==> config.mk <==
export PLATFORM = sky130hd
export DESIGN_NAME = log_line_field_parser
export DESIGN_NICKNAME = d
export VERILOG_FILES = /design/src/sv/llfp_pkg.sv /design/src/sv/log_line_field_parser.sv /design/src/sv/llfp_core.sv /design/src/sv/llfp_out_reg.sv
export SDC_FILE = /design/constraint.sdc
export NUM_CORES = 1
export LEC_CHECK = 0
export BUFFER_PORTS_ARGS = -buffer_cell sky130_fd_sc_hd__clkbuf_2
export CORE_MARGIN = 8
export CORE_UTILIZATION = 50
export DETAILED_ROUTE_END_ITERATION = 6
export HOLD_SLACK_MARGIN = 0.06
export PLACE_DENSITY = 0.81
export RECOVER_POWER = 100
export SYNTH_ARGS = -nofsm -noshare
export SYNTH_HDL_FRONTEND = slang
export SYNTH_SLANG_ARGS = --single-unit
==> constraint.sdc <==
create_clock -name clk -period 46.6 [get_ports clk]
set_input_delay 0 -clock clk [delete_from_list [all_inputs] [get_ports clk]]
set_output_delay 0 -clock clk [all_outputs]
set_load 0.05 [all_outputs]
==> src/sv/llfp_pkg.sv <==
`timescale 1ns / 1ps
// ----------------------------------------------------------------------------
// llfp_pkg
// Shared item types and codes for the log line field parser.
// ----------------------------------------------------------------------------
package llfp_pkg;

  // Level codes carried in a result item
  localparam logic [3:0] LVL_FATAL    = 4'd0;
  localparam logic [3:0] LVL_CRITICAL = 4'd1;
  localparam logic [3:0] LVL_ERROR    = 4'd2;
  localparam logic [3:0] LVL_WARNING  = 4'd3;
  localparam logic [3:0] LVL_INFO     = 4'd4;
  localparam logic [3:0] LVL_DEBUG    = 4'd5;
  localparam logic [3:0] LVL_TRACE    = 4'd6;
  localparam logic [3:0] LVL_STATUS   = 4'd7;
  localparam logic [3:0] LVL_UNKNOWN  = 4'd8;
  localparam logic [3:0] LVL_CONT     = 4'd9;

  typedef struct packed {
    logic [7:0] text_byte;
    logic       end_of_data;
  } llfp_in_t;

  typedef struct packed {
    logic [3:0]  level;
    logic [15:0] year;
    logic [7:0]  month;
    logic [7:0]  day;
    logic [7:0]  hour;
    logic [7:0]  minute;
    logic [7:0]  second;
    logic [63:0] thread_id;
    logic [31:0] component_start;
    logic [31:0] component_length;
    logic [31:0] text_start;
    logic [31:0] text_length;
  } llfp_out_t;

endpackage

==> src/sv/log_line_field_parser.sv <==
`timescale 1ns / 1ps
// ----------------------------------------------------------------------------
// log_line_field_parser
// Splits streamed log text into per-line date, level, component, thread and
// message records.
// ----------------------------------------------------------------------------
// Usage:
//   in_valid/in_ready/in_item carry one text byte per item, or an
//   end-of-data marker that flushes the open line and restarts the parser.
//   out_valid/out_ready/out_item carry at most one record per input item:
//   a message record, or a continuation record (level 9) for a line that
//   never reached its message text.
//   Flow: an accepted item waits in the input register until the result
//   register can take a record; it is then parsed out of the input register
//   and its record, if any, lands in the result register, raising out_valid.
//   Throughput: one item per cycle while no record is stalled in the result
//   register; the per-byte update is a phase step and a small constant
//   multiply-add, done in a single pass between registers. Items that produce
//   no record (skipped line ends, field bytes) pass through the same way.
//   Stall: while a record waits in the result register with out_ready low,
//   the input register holds its item and in_ready drops once it is full.
//   Reset (rst_n low, synchronous): parse state returns to the start of a
//   line at byte position zero, level unknown, and both registers empty.
// ----------------------------------------------------------------------------
module log_line_field_parser #(
  parameter int POSITION_BITS = 32
) (
  input  logic                clk,
  input  logic                rst_n,
  input  logic                in_valid,
  output logic                in_ready,
  input  llfp_pkg::llfp_in_t  in_item,
  output logic                out_valid,
  input  logic                out_ready,
  output llfp_pkg::llfp_out_t out_item
);
  import llfp_pkg::*;

  logic      in_valid_r;
  llfp_in_t  in_item_r;
  logic      slot_free;
  logic      advance;
  logic      rec_valid;
  llfp_out_t rec;

  // advance the held item once the result register can take its record
  assign advance  = in_valid_r && slot_free;
  assign in_ready = !in_valid_r || advance;

  // input register: hold the item until the parser consumes it
  always_ff @(posedge clk) begin
    if (!rst_n) begin
      in_valid_r <= 1'b0;
    end else if (in_ready) begin
      in_valid_r <= in_valid;
    end
  end

  always_ff @(posedge clk) begin
    if (in_valid && in_ready) begin
      in_item_r <= in_item;
    end
  end

  llfp_core #(
    .POSITION_BITS(POSITION_BITS)
  ) u_core (
    .clk      (clk),
    .rst_n    (rst_n),
    .advance  (advance),
    .item     (in_item_r),
    .rec_valid(rec_valid),
    .rec      (rec)
  );

  // load only when this item produces a record; otherwise drain on out_ready
  llfp_out_reg u_out (
    .clk      (clk),
    .rst_n    (rst_n),
    .load     (advance && rec_valid),
    .din      (rec),
    .slot_free(slot_free),
    .out_valid(out_valid),
    .out_ready(out_ready),
    .out_item (out_item)
  );

endmodule

==> src/sv/llfp_core.sv <==
`timescale 1ns / 1ps
// ----------------------------------------------------------------------------
// llfp_core
// Per-line parse state and the single-pass byte update that forms records.
// ----------------------------------------------------------------------------
module llfp_core #(
  parameter int POSITION_BITS = 32
) (
  input  logic                clk,
  input  logic                rst_n,
  input  logic                advance,
  input  llfp_pkg::llfp_in_t  item,
  output logic                rec_valid,
  output llfp_pkg::llfp_out_t rec
);
  import llfp_pkg::*;

  localparam int PB = POSITION_BITS;

  localparam logic [7:0] CH_LF    = 8'h0A;
  localparam logic [7:0] CH_CR    = 8'h0D;
  localparam logic [7:0] CH_SPACE = 8'h20;
  localparam logic [7:0] CH_DASH  = 8'h2D;
  localparam logic [7:0] CH_ZERO  = 8'h30;
  localparam logic [7:0] CH_NINE  = 8'h39;
  localparam logic [7:0] CH_CASE  = 8'h20;
  localparam logic [7:0] CH_LA    = 8'h61;
  localparam logic [7:0] CH_LC    = 8'h63;
  localparam logic [7:0] CH_LD    = 8'h64;
  localparam logic [7:0] CH_LE    = 8'h65;
  localparam logic [7:0] CH_LF_LO = 8'h66;
  localparam logic [7:0] CH_LI    = 8'h69;
  localparam logic [7:0] CH_LS    = 8'h73;
  localparam logic [7:0] CH_LT    = 8'h74;
  localparam logic [7:0] CH_LW    = 8'h77;

  typedef enum logic [3:0] {
    PH_YEAR, PH_MONTH, PH_DAY, PH_HOUR, PH_MINUTE, PH_SECOND, PH_LEVEL,
    PH_LEVEL_SKIP, PH_COMPONENT, PH_COMPONENT_SKIP, PH_THREAD, PH_MESSAGE,
    PH_CONT
  } phase_t;

  function automatic logic [15:0] dec16(logic [15:0] acc, logic [3:0] d);
    logic [19:0] v;
    v = 20'(acc) * 20'd10 + 20'(d);
    return (v > 20'h0FFFF) ? 16'hFFFF : v[15:0];
  endfunction

  function automatic logic [7:0] dec8(logic [7:0] acc, logic [3:0] d);
    logic [11:0] v;
    v = 12'(acc) * 12'd10 + 12'(d);
    return (v > 12'h0FF) ? 8'hFF : v[7:0];
  endfunction

  function automatic logic [3:0] level_of(logic [7:0] lc);
    logic [3:0] code;
    case (lc)
      CH_LF_LO: code = LVL_FATAL;
      CH_LC:    code = LVL_CRITICAL;
      CH_LE:    code = LVL_ERROR;
      CH_LW:    code = LVL_WARNING;
      CH_LI:    code = LVL_INFO;
      CH_LD:    code = LVL_DEBUG;
      CH_LT:    code = LVL_TRACE;
      CH_LS:    code = LVL_STATUS;
      default:  code = LVL_UNKNOWN;
    endcase
    return code;
  endfunction

  phase_t          phase_r, phase_nxt;
  logic [PB-1:0]   byte_position_r, byte_position_nxt;
  logic [PB-1:0]   line_end_r, line_end_nxt;
  logic [PB-1:0]   message_begin_r, message_begin_nxt;
  logic [PB-1:0]   component_begin_r, component_begin_nxt;
  logic [PB-1:0]   component_size_r, component_size_nxt;
  logic [15:0]     year_r, year_nxt;
  logic [7:0]      month_r, month_nxt;
  logic [7:0]      day_r, day_nxt;
  logic [7:0]      hour_r, hour_nxt;
  logic [7:0]      minute_r, minute_nxt;
  logic [7:0]      second_r, second_nxt;
  logic [3:0]      level_r, level_nxt;
  logic [63:0]     thread_r, thread_nxt;
  logic            just_ended_r, just_ended_nxt;

  logic [7:0]      c;
  logic [7:0]      lc;
  logic            is_digit;
  logic            is_hex_letter;
  logic            is_newline;
  logic [3:0]      dv;
  logic [PB-1:0]   msg_len;
  logic [PB-1:0]   cont_len;
  llfp_out_t       msg_rec;
  llfp_out_t       cont_rec;

  assign c             = item.text_byte;
  assign lc            = c | CH_CASE;
  assign is_digit      = (c >= CH_ZERO) && (c <= CH_NINE);
  assign is_hex_letter = (lc >= CH_LA) && (lc <= CH_LF_LO);
  assign is_newline    = (c == CH_LF) || (c == CH_CR);
  assign dv            = c[3:0];
  assign msg_len       = byte_position_r - message_begin_r;
  assign cont_len      = byte_position_r - line_end_r;

  always_comb begin
    msg_rec                  = '0;
    msg_rec.level            = level_r;
    msg_rec.year             = year_r;
    msg_rec.month            = month_r;
    msg_rec.day              = day_r;
    msg_rec.hour             = hour_r;
    msg_rec.minute           = minute_r;
    msg_rec.second           = second_r;
    msg_rec.thread_id        = thread_r;
    msg_rec.component_start  = 32'(component_begin_r);
    msg_rec.component_length = 32'(component_size_r);
    msg_rec.text_start       = 32'(message_begin_r);
    msg_rec.text_length      = 32'(msg_len);

    cont_rec             = '0;
    cont_rec.level       = LVL_CONT;
    cont_rec.text_start  = 32'(line_end_r);
    cont_rec.text_length = 32'(cont_len);
  end

  always_comb begin
    phase_nxt           = phase_r;
    byte_position_nxt   = byte_position_r;
    line_end_nxt        = line_end_r;
    message_begin_nxt   = message_begin_r;
    component_begin_nxt = component_begin_r;
    component_size_nxt  = component_size_r;
    year_nxt            = year_r;
    month_nxt           = month_r;
    day_nxt             = day_r;
    hour_nxt            = hour_r;
    minute_nxt          = minute_r;
    second_nxt          = second_r;
    level_nxt           = level_r;
    thread_nxt          = thread_r;
    just_ended_nxt      = just_ended_r;
    rec_valid           = 1'b0;
    rec                 = (phase_r == PH_MESSAGE) ? msg_rec : cont_rec;

    if (item.end_of_data) begin
      // flush the open line, then return to the reset state
      rec_valid           = (phase_r == PH_MESSAGE) || (phase_r == PH_CONT);
      phase_nxt           = PH_YEAR;
      byte_position_nxt   = '0;
      line_end_nxt        = '0;
      message_begin_nxt   = '0;
      component_begin_nxt = '0;
      component_size_nxt  = '0;
      year_nxt            = '0;
      month_nxt           = '0;
      day_nxt             = '0;
      hour_nxt            = '0;
      minute_nxt          = '0;
      second_nxt          = '0;
      level_nxt           = LVL_UNKNOWN;
      thread_nxt          = '0;
      just_ended_nxt      = 1'b1;
    end else begin
      byte_position_nxt = byte_position_r + 1'b1;
      if (is_newline) begin
        if (just_ended_r) begin
          just_ended_nxt = 1'b0;
        end else begin
          rec_valid      = 1'b1;
          line_end_nxt   = byte_position_r;
          year_nxt       = '0;
          month_nxt      = '0;
          day_nxt        = '0;
          hour_nxt       = '0;
          minute_nxt     = '0;
          second_nxt     = '0;
          thread_nxt     = '0;
          phase_nxt      = PH_YEAR;
          just_ended_nxt = 1'b1;
        end
      end else begin
        just_ended_nxt = 1'b0;
        case (phase_r)
          PH_YEAR: begin
            if (is_digit) year_nxt = dec16(year_r, dv);
            else phase_nxt = (c == CH_DASH) ? PH_MONTH : PH_CONT;
          end
          PH_MONTH: begin
            if (is_digit) month_nxt = dec8(month_r, dv);
            else phase_nxt = PH_DAY;
          end
          PH_DAY: begin
            if (is_digit) day_nxt = dec8(day_r, dv);
            else phase_nxt = PH_HOUR;
          end
          PH_HOUR: begin
            if (is_digit) hour_nxt = dec8(hour_r, dv);
            else phase_nxt = PH_MINUTE;
          end
          PH_MINUTE: begin
            if (is_digit) minute_nxt = dec8(minute_r, dv);
            else phase_nxt = PH_SECOND;
          end
          PH_SECOND: begin
            if (is_digit) second_nxt = dec8(second_r, dv);
            else phase_nxt = PH_LEVEL;
          end
          PH_LEVEL: begin
            level_nxt = level_of(lc);
            phase_nxt = PH_LEVEL_SKIP;
          end
          PH_LEVEL_SKIP: begin
            if (c == CH_SPACE) begin
              component_begin_nxt = byte_position_r + 1'b1;
              phase_nxt           = PH_COMPONENT;
            end
          end
          PH_COMPONENT: begin
            if (c == CH_SPACE) begin
              component_size_nxt = byte_position_r - component_begin_r;
              phase_nxt          = PH_COMPONENT_SKIP;
            end
          end
          PH_COMPONENT_SKIP: begin
            if (c == CH_SPACE) phase_nxt = PH_THREAD;
          end
          PH_THREAD: begin
            if (c == CH_SPACE) begin
              message_begin_nxt = byte_position_r + 1'b1;
              phase_nxt         = PH_MESSAGE;
            end else if (is_digit) begin
              thread_nxt = {thread_r[59:0], dv};
            end else if (is_hex_letter) begin
              thread_nxt = {thread_r[59:0], 4'(lc - CH_LA + 8'd10)};
            end
          end
          default: begin
          end
        endcase
      end
    end
  end

  always_ff @(posedge clk) begin
    if (!rst_n) begin
      phase_r           <= PH_YEAR;
      byte_position_r   <= '0;
      line_end_r        <= '0;
      message_begin_r   <= '0;
      component_begin_r <= '0;
      component_size_r  <= '0;
      year_r            <= '0;
      month_r           <= '0;
      day_r             <= '0;
      hour_r            <= '0;
      minute_r          <= '0;
      second_r          <= '0;
      level_r           <= LVL_UNKNOWN;
      thread_r          <= '0;
      just_ended_r      <= 1'b1;
    end else if (advance) begin
      phase_r           <= phase_nxt;
      byte_position_r   <= byte_position_nxt;
      line_end_r        <= line_end_nxt;
      message_begin_r   <= message_begin_nxt;
      component_begin_r <= component_begin_nxt;
      component_size_r  <= component_size_nxt;
      year_r            <= year_nxt;
      month_r           <= month_nxt;
      day_r             <= day_nxt;
      hour_r            <= hour_nxt;
      minute_r          <= minute_nxt;
      second_r          <= second_nxt;
      level_r           <= level_nxt;
      thread_r          <= thread_nxt;
      just_ended_r      <= just_ended_nxt;
    end
  end

`ifndef SYNTHESIS
  a_eod_restarts: assert property (@(posedge clk) disable iff (!rst_n)
    advance && item.end_of_data |=>
      (byte_position_r == '0) && (phase_r == PH_YEAR) && just_ended_r)
    else $error("end of data did not restart the parser");

  a_hold_when_idle: assert property (@(posedge clk) disable iff (!rst_n)
    !advance |=> $stable(byte_position_r) && $stable(phase_r) && $stable(thread_r))
    else $error("parse state moved without an item");

  a_msg_only_in_message: assert property (@(posedge clk) disable iff (!rst_n)
    advance && rec_valid && (rec.level != LVL_CONT) |-> (phase_r == PH_MESSAGE))
    else $error("message record outside the message phase");
`endif

endmodule

==> src/sv/llfp_out_reg.sv <==
`timescale 1ns / 1ps
// ----------------------------------------------------------------------------
// llfp_out_reg
// Result register that holds a record until the receiver takes it.
// ----------------------------------------------------------------------------
module llfp_out_reg (
  input  logic                clk,
  input  logic                rst_n,
  input  logic                load,
  input  llfp_pkg::llfp_out_t din,
  output logic                slot_free,
  output logic                out_valid,
  input  logic                out_ready,
  output llfp_pkg::llfp_out_t out_item
);
  import llfp_pkg::*;

  logic      valid_r;
  llfp_out_t data_r;

  assign slot_free = !valid_r || out_ready;
  assign out_valid = valid_r;
  assign out_item  = data_r;

  always_ff @(posedge clk) begin
    if (!rst_n) begin
      valid_r <= 1'b0;
    end else if (load) begin
      valid_r <= 1'b1;
    end else if (out_ready) begin
      valid_r <= 1'b0;
    end
  end

  always_ff @(posedge clk) begin
    if (load) begin
      data_r <= din;
    end
  end

endmodule

==> metrics.yaml <==
slowest_stage: "clkbuf_1"
area_delta_synth_final_pct: 12.4
viasPerCell: 5.74
coreArea_mm2: 0.0561
clk_pin_slew_worst_paths_ns: 0.06
fin_skew_ns: 0.0228
power_density_mw_per_mm2: 32.7
ys_async_sr_fraction_pct: 0
critPathLaunchType: "flop"
cpPeakStageDelay_ns: 6.27
timing.fmax_mhz: 81.4
syn_nets: 3115
worstMarginPinSlew_ns: 9.06
reg2reg_depth: 5
hold_class: "input port to flop"
grtUsageTotal_pct: 21.4
synth-edff-count: 261
place_area_mm2: 0.0300
routed_wirelength_mm: 71.6
multi_input_area_mm2: 0.0135
ys.flop_type: "dfxtp_1"
fill_cells: 4889
ys_seq_elements: 552
setup_violations: 0
ys_top_cells_by_count: "nand2_1, a21oi_1, dfxtp_1, edfxtp_1, nor2_1"
fin_crit_ns: 12.28
grt_max_degree: 169
endpoint_kind: "flop"
rsz0062_at_grt: "false"
row_count: 87
routed-via-count: 22400
place.gp.congestion: 0.945
yosysUniqueCellTypes: 90
syn_inst: 2915
insertedDiodeCount: 0
ant_nets: 0
die_h_um: 253
hold_slack_ns: 0.136
cp_common_cell: "clkbuf_1"
root_buffer: "clkbuf_16"
cts_buffer_depth: 3
io_pins: 267
cts_max_level: 2
crit_path_max_fanout: 168
numCtsBuffers: 56
overflow: 0
finalNetCount: 3301
violations: "capacitance limit, slew limit"
die_w_um: 253
hpwl_mm: 48.7
dieArea_mm2: 0.0642
drcViolationCount: 0
slew_headroom_pct: -504
crit_type: "flop to flop"
cts_tree: "done"
dr.pass1.iters: 6
wl_per_cell_um: 18.3
synth_area_leaders: "edfxtp_1, dfxtp_1, ha_1"
seq_area_frac_synth_pct: 48.5
ir_drop_v: 0.0000272
io_buffers: 266
layout-drive-gt1-share_pct: 4.89
fin_crit_sh_pct: 26.4
grt_pass1_wl_mm: 113
clock-sinks: 552
finalHoldViolCount: 0
syn_area_per_cell_um2: 9.67
yosysMostFrequentCell: "nand2_1"
min_path_cells: 2
netlist.area_leader.share_pct: 27.8
crit_required_ns: 46.53
first_iter_violations: 1877
crit_chain: "clkbuf_1 > a21o_1 > nand2_1 > a21oi_4 > clkbuf_1"
start_util_pct: 50.3
stdcell_area_mm2: 0.0317
maxCapViolCount: 9
syn_area_mm2: 0.0282
synth_largest_area_cell: "edfxtp_1"
arrival_ns: 12.22
seq_area_mm2: 0.0137
grt_pass1_vias: 21300
fin_tns_setup_ns: 0
antenna_found_initial: 0
status: "complete, but fails checks"
timing_max_transition_violations_final: 704
leakagePower_uw: 0.0126
ys_warn_count: 0
clk_latency_ns: 0.62
## flip-flops by register name, indices dropped and copies added, names as in the netlist, 9 cells and up
name,count
u_core.component_size_r,32
u_out.out_item,252
u_core.component_begin_r,32
u_core.byte_position_r,32
in_item_r,9
u_core.message_begin_r,32
u_core.thread_r,64
u_core.year_r,16
u_core.line_end_r,32
## power breakdown
group          switching [µW]  internal [µW]  leakage (µW)
sequential               3.16            510       0.00489
combinational            38.2           8.50       0.00672
clock                     194            281      0.000965
total                     236            799        0.0126
## placed cells by master (no fill, tap or decap), types with 8 or more instances in the layout
master / n
nand2b_1: 22
nor2_1: 201
a22oi_1: 29
or3_1: 9
clkbuf_1: 282
a31oi_1: 21
buf_4: 10
nor2b_1: 12
dfxtp_1: 291
fa_1: 14
mux2i_1: 43
nand4_1: 13
inv_1: 94
ha_1: 173
o21bai_1: 14
clkinv_2: 9
o211ai_1: 42
o31ai_1: 9
edfxtp_1: 261
clkbuf_16: 60
and4_1: 8
o21ai_0: 78
xnor2_1: 80
o21a_1: 17
nand2_1: 352
nor3_1: 69
or2_2: 10
a21oi_1: 327
and2_1: 10
xor2_1: 58
dlygate4sd3_1: 13
a21o_1: 47
and3_1: 175
a211oi_1: 11
nor3b_1: 33
nand3_1: 101
## what timing repair did
item | 4_1_cts | 5_1_grt
gates resized for setup | 0 | 0
buffers inserted | 0 | 0
endpoints found under the hold margin | 26 | 0
hold buffers | 13 | 0
## metrics by stage
step	total power, µW	instances	setup WS [ns]	util [%]
2_1_floorplan	559	2915	31.56	-
3_3_place_gp	569	3786	41.91	53.5
3_5_place_dp	570	3786	41.76	53.5
4_1_cts	1040	3905	41.75	57.3
5_1_grt	1060	3905	33.19	56.5
6_report	1030	3905	34.32	56.5
## metal layers
| layer | vias up | track usage (%) | wire length, µm |
|---|---|---|---|
| met5 | - | 0 | 0 |
| met1 | 10700 | 28.9 | 31300 |
| met2 | 697 | 34.5 | 33400 |
| met4 | 0 | 7.33 | 2090 |
| li1 | 10900 | - | - |
| met3 | 137 | 3.75 | 4900 |
## cell type report
type	count	share of cell area (%)
repair buffers	297	3.91
clock inverters	27	1.02
clock buffers	79	5.19
inverters	95	1.15
flip-flops and latches	552	43.1
well taps	756	2.99
multi-input cells	2099	42.6
## cell families (layout without fill, tap and decap cells)
group,Yosys count,count (layout),share of synthesized area (%)
buffers and inverters,264,498,3.62
muxes,52,52,1.90
and+or+nand+nor,1045,1045,17.9
adders and majority gates,187,187,8.67
AOI/OAI and AO/OA,676,676,15.0
xor gates and xnor gates,139,139,4.39
DFF,552,552,48.5
## worst max-delay path: cells and delay by family, from the launching register on
family	cells	cell delay (ns)
buffers and inverters	2	9.23
AOI/OAI and AO/OA	2	0.67
and+or+nand+nor	1	1.16
DFF	1	0.34
## path summary, 6_finish.rpt
check | end | startpoint | slack (ns)
min reg2reg | u_core.component_size_r[16] | u_core.component_size_r[16] | 0.45
max reg2reg | u_out.out_item[166] | in_item_r[0] | 34.32
min | in_item_r[0] | in_item[0] | 0.14
max | u_out.out_item[166] | in_item_r[0] | 34.32
Note: power is estimated with default switching activity, not from simulation.
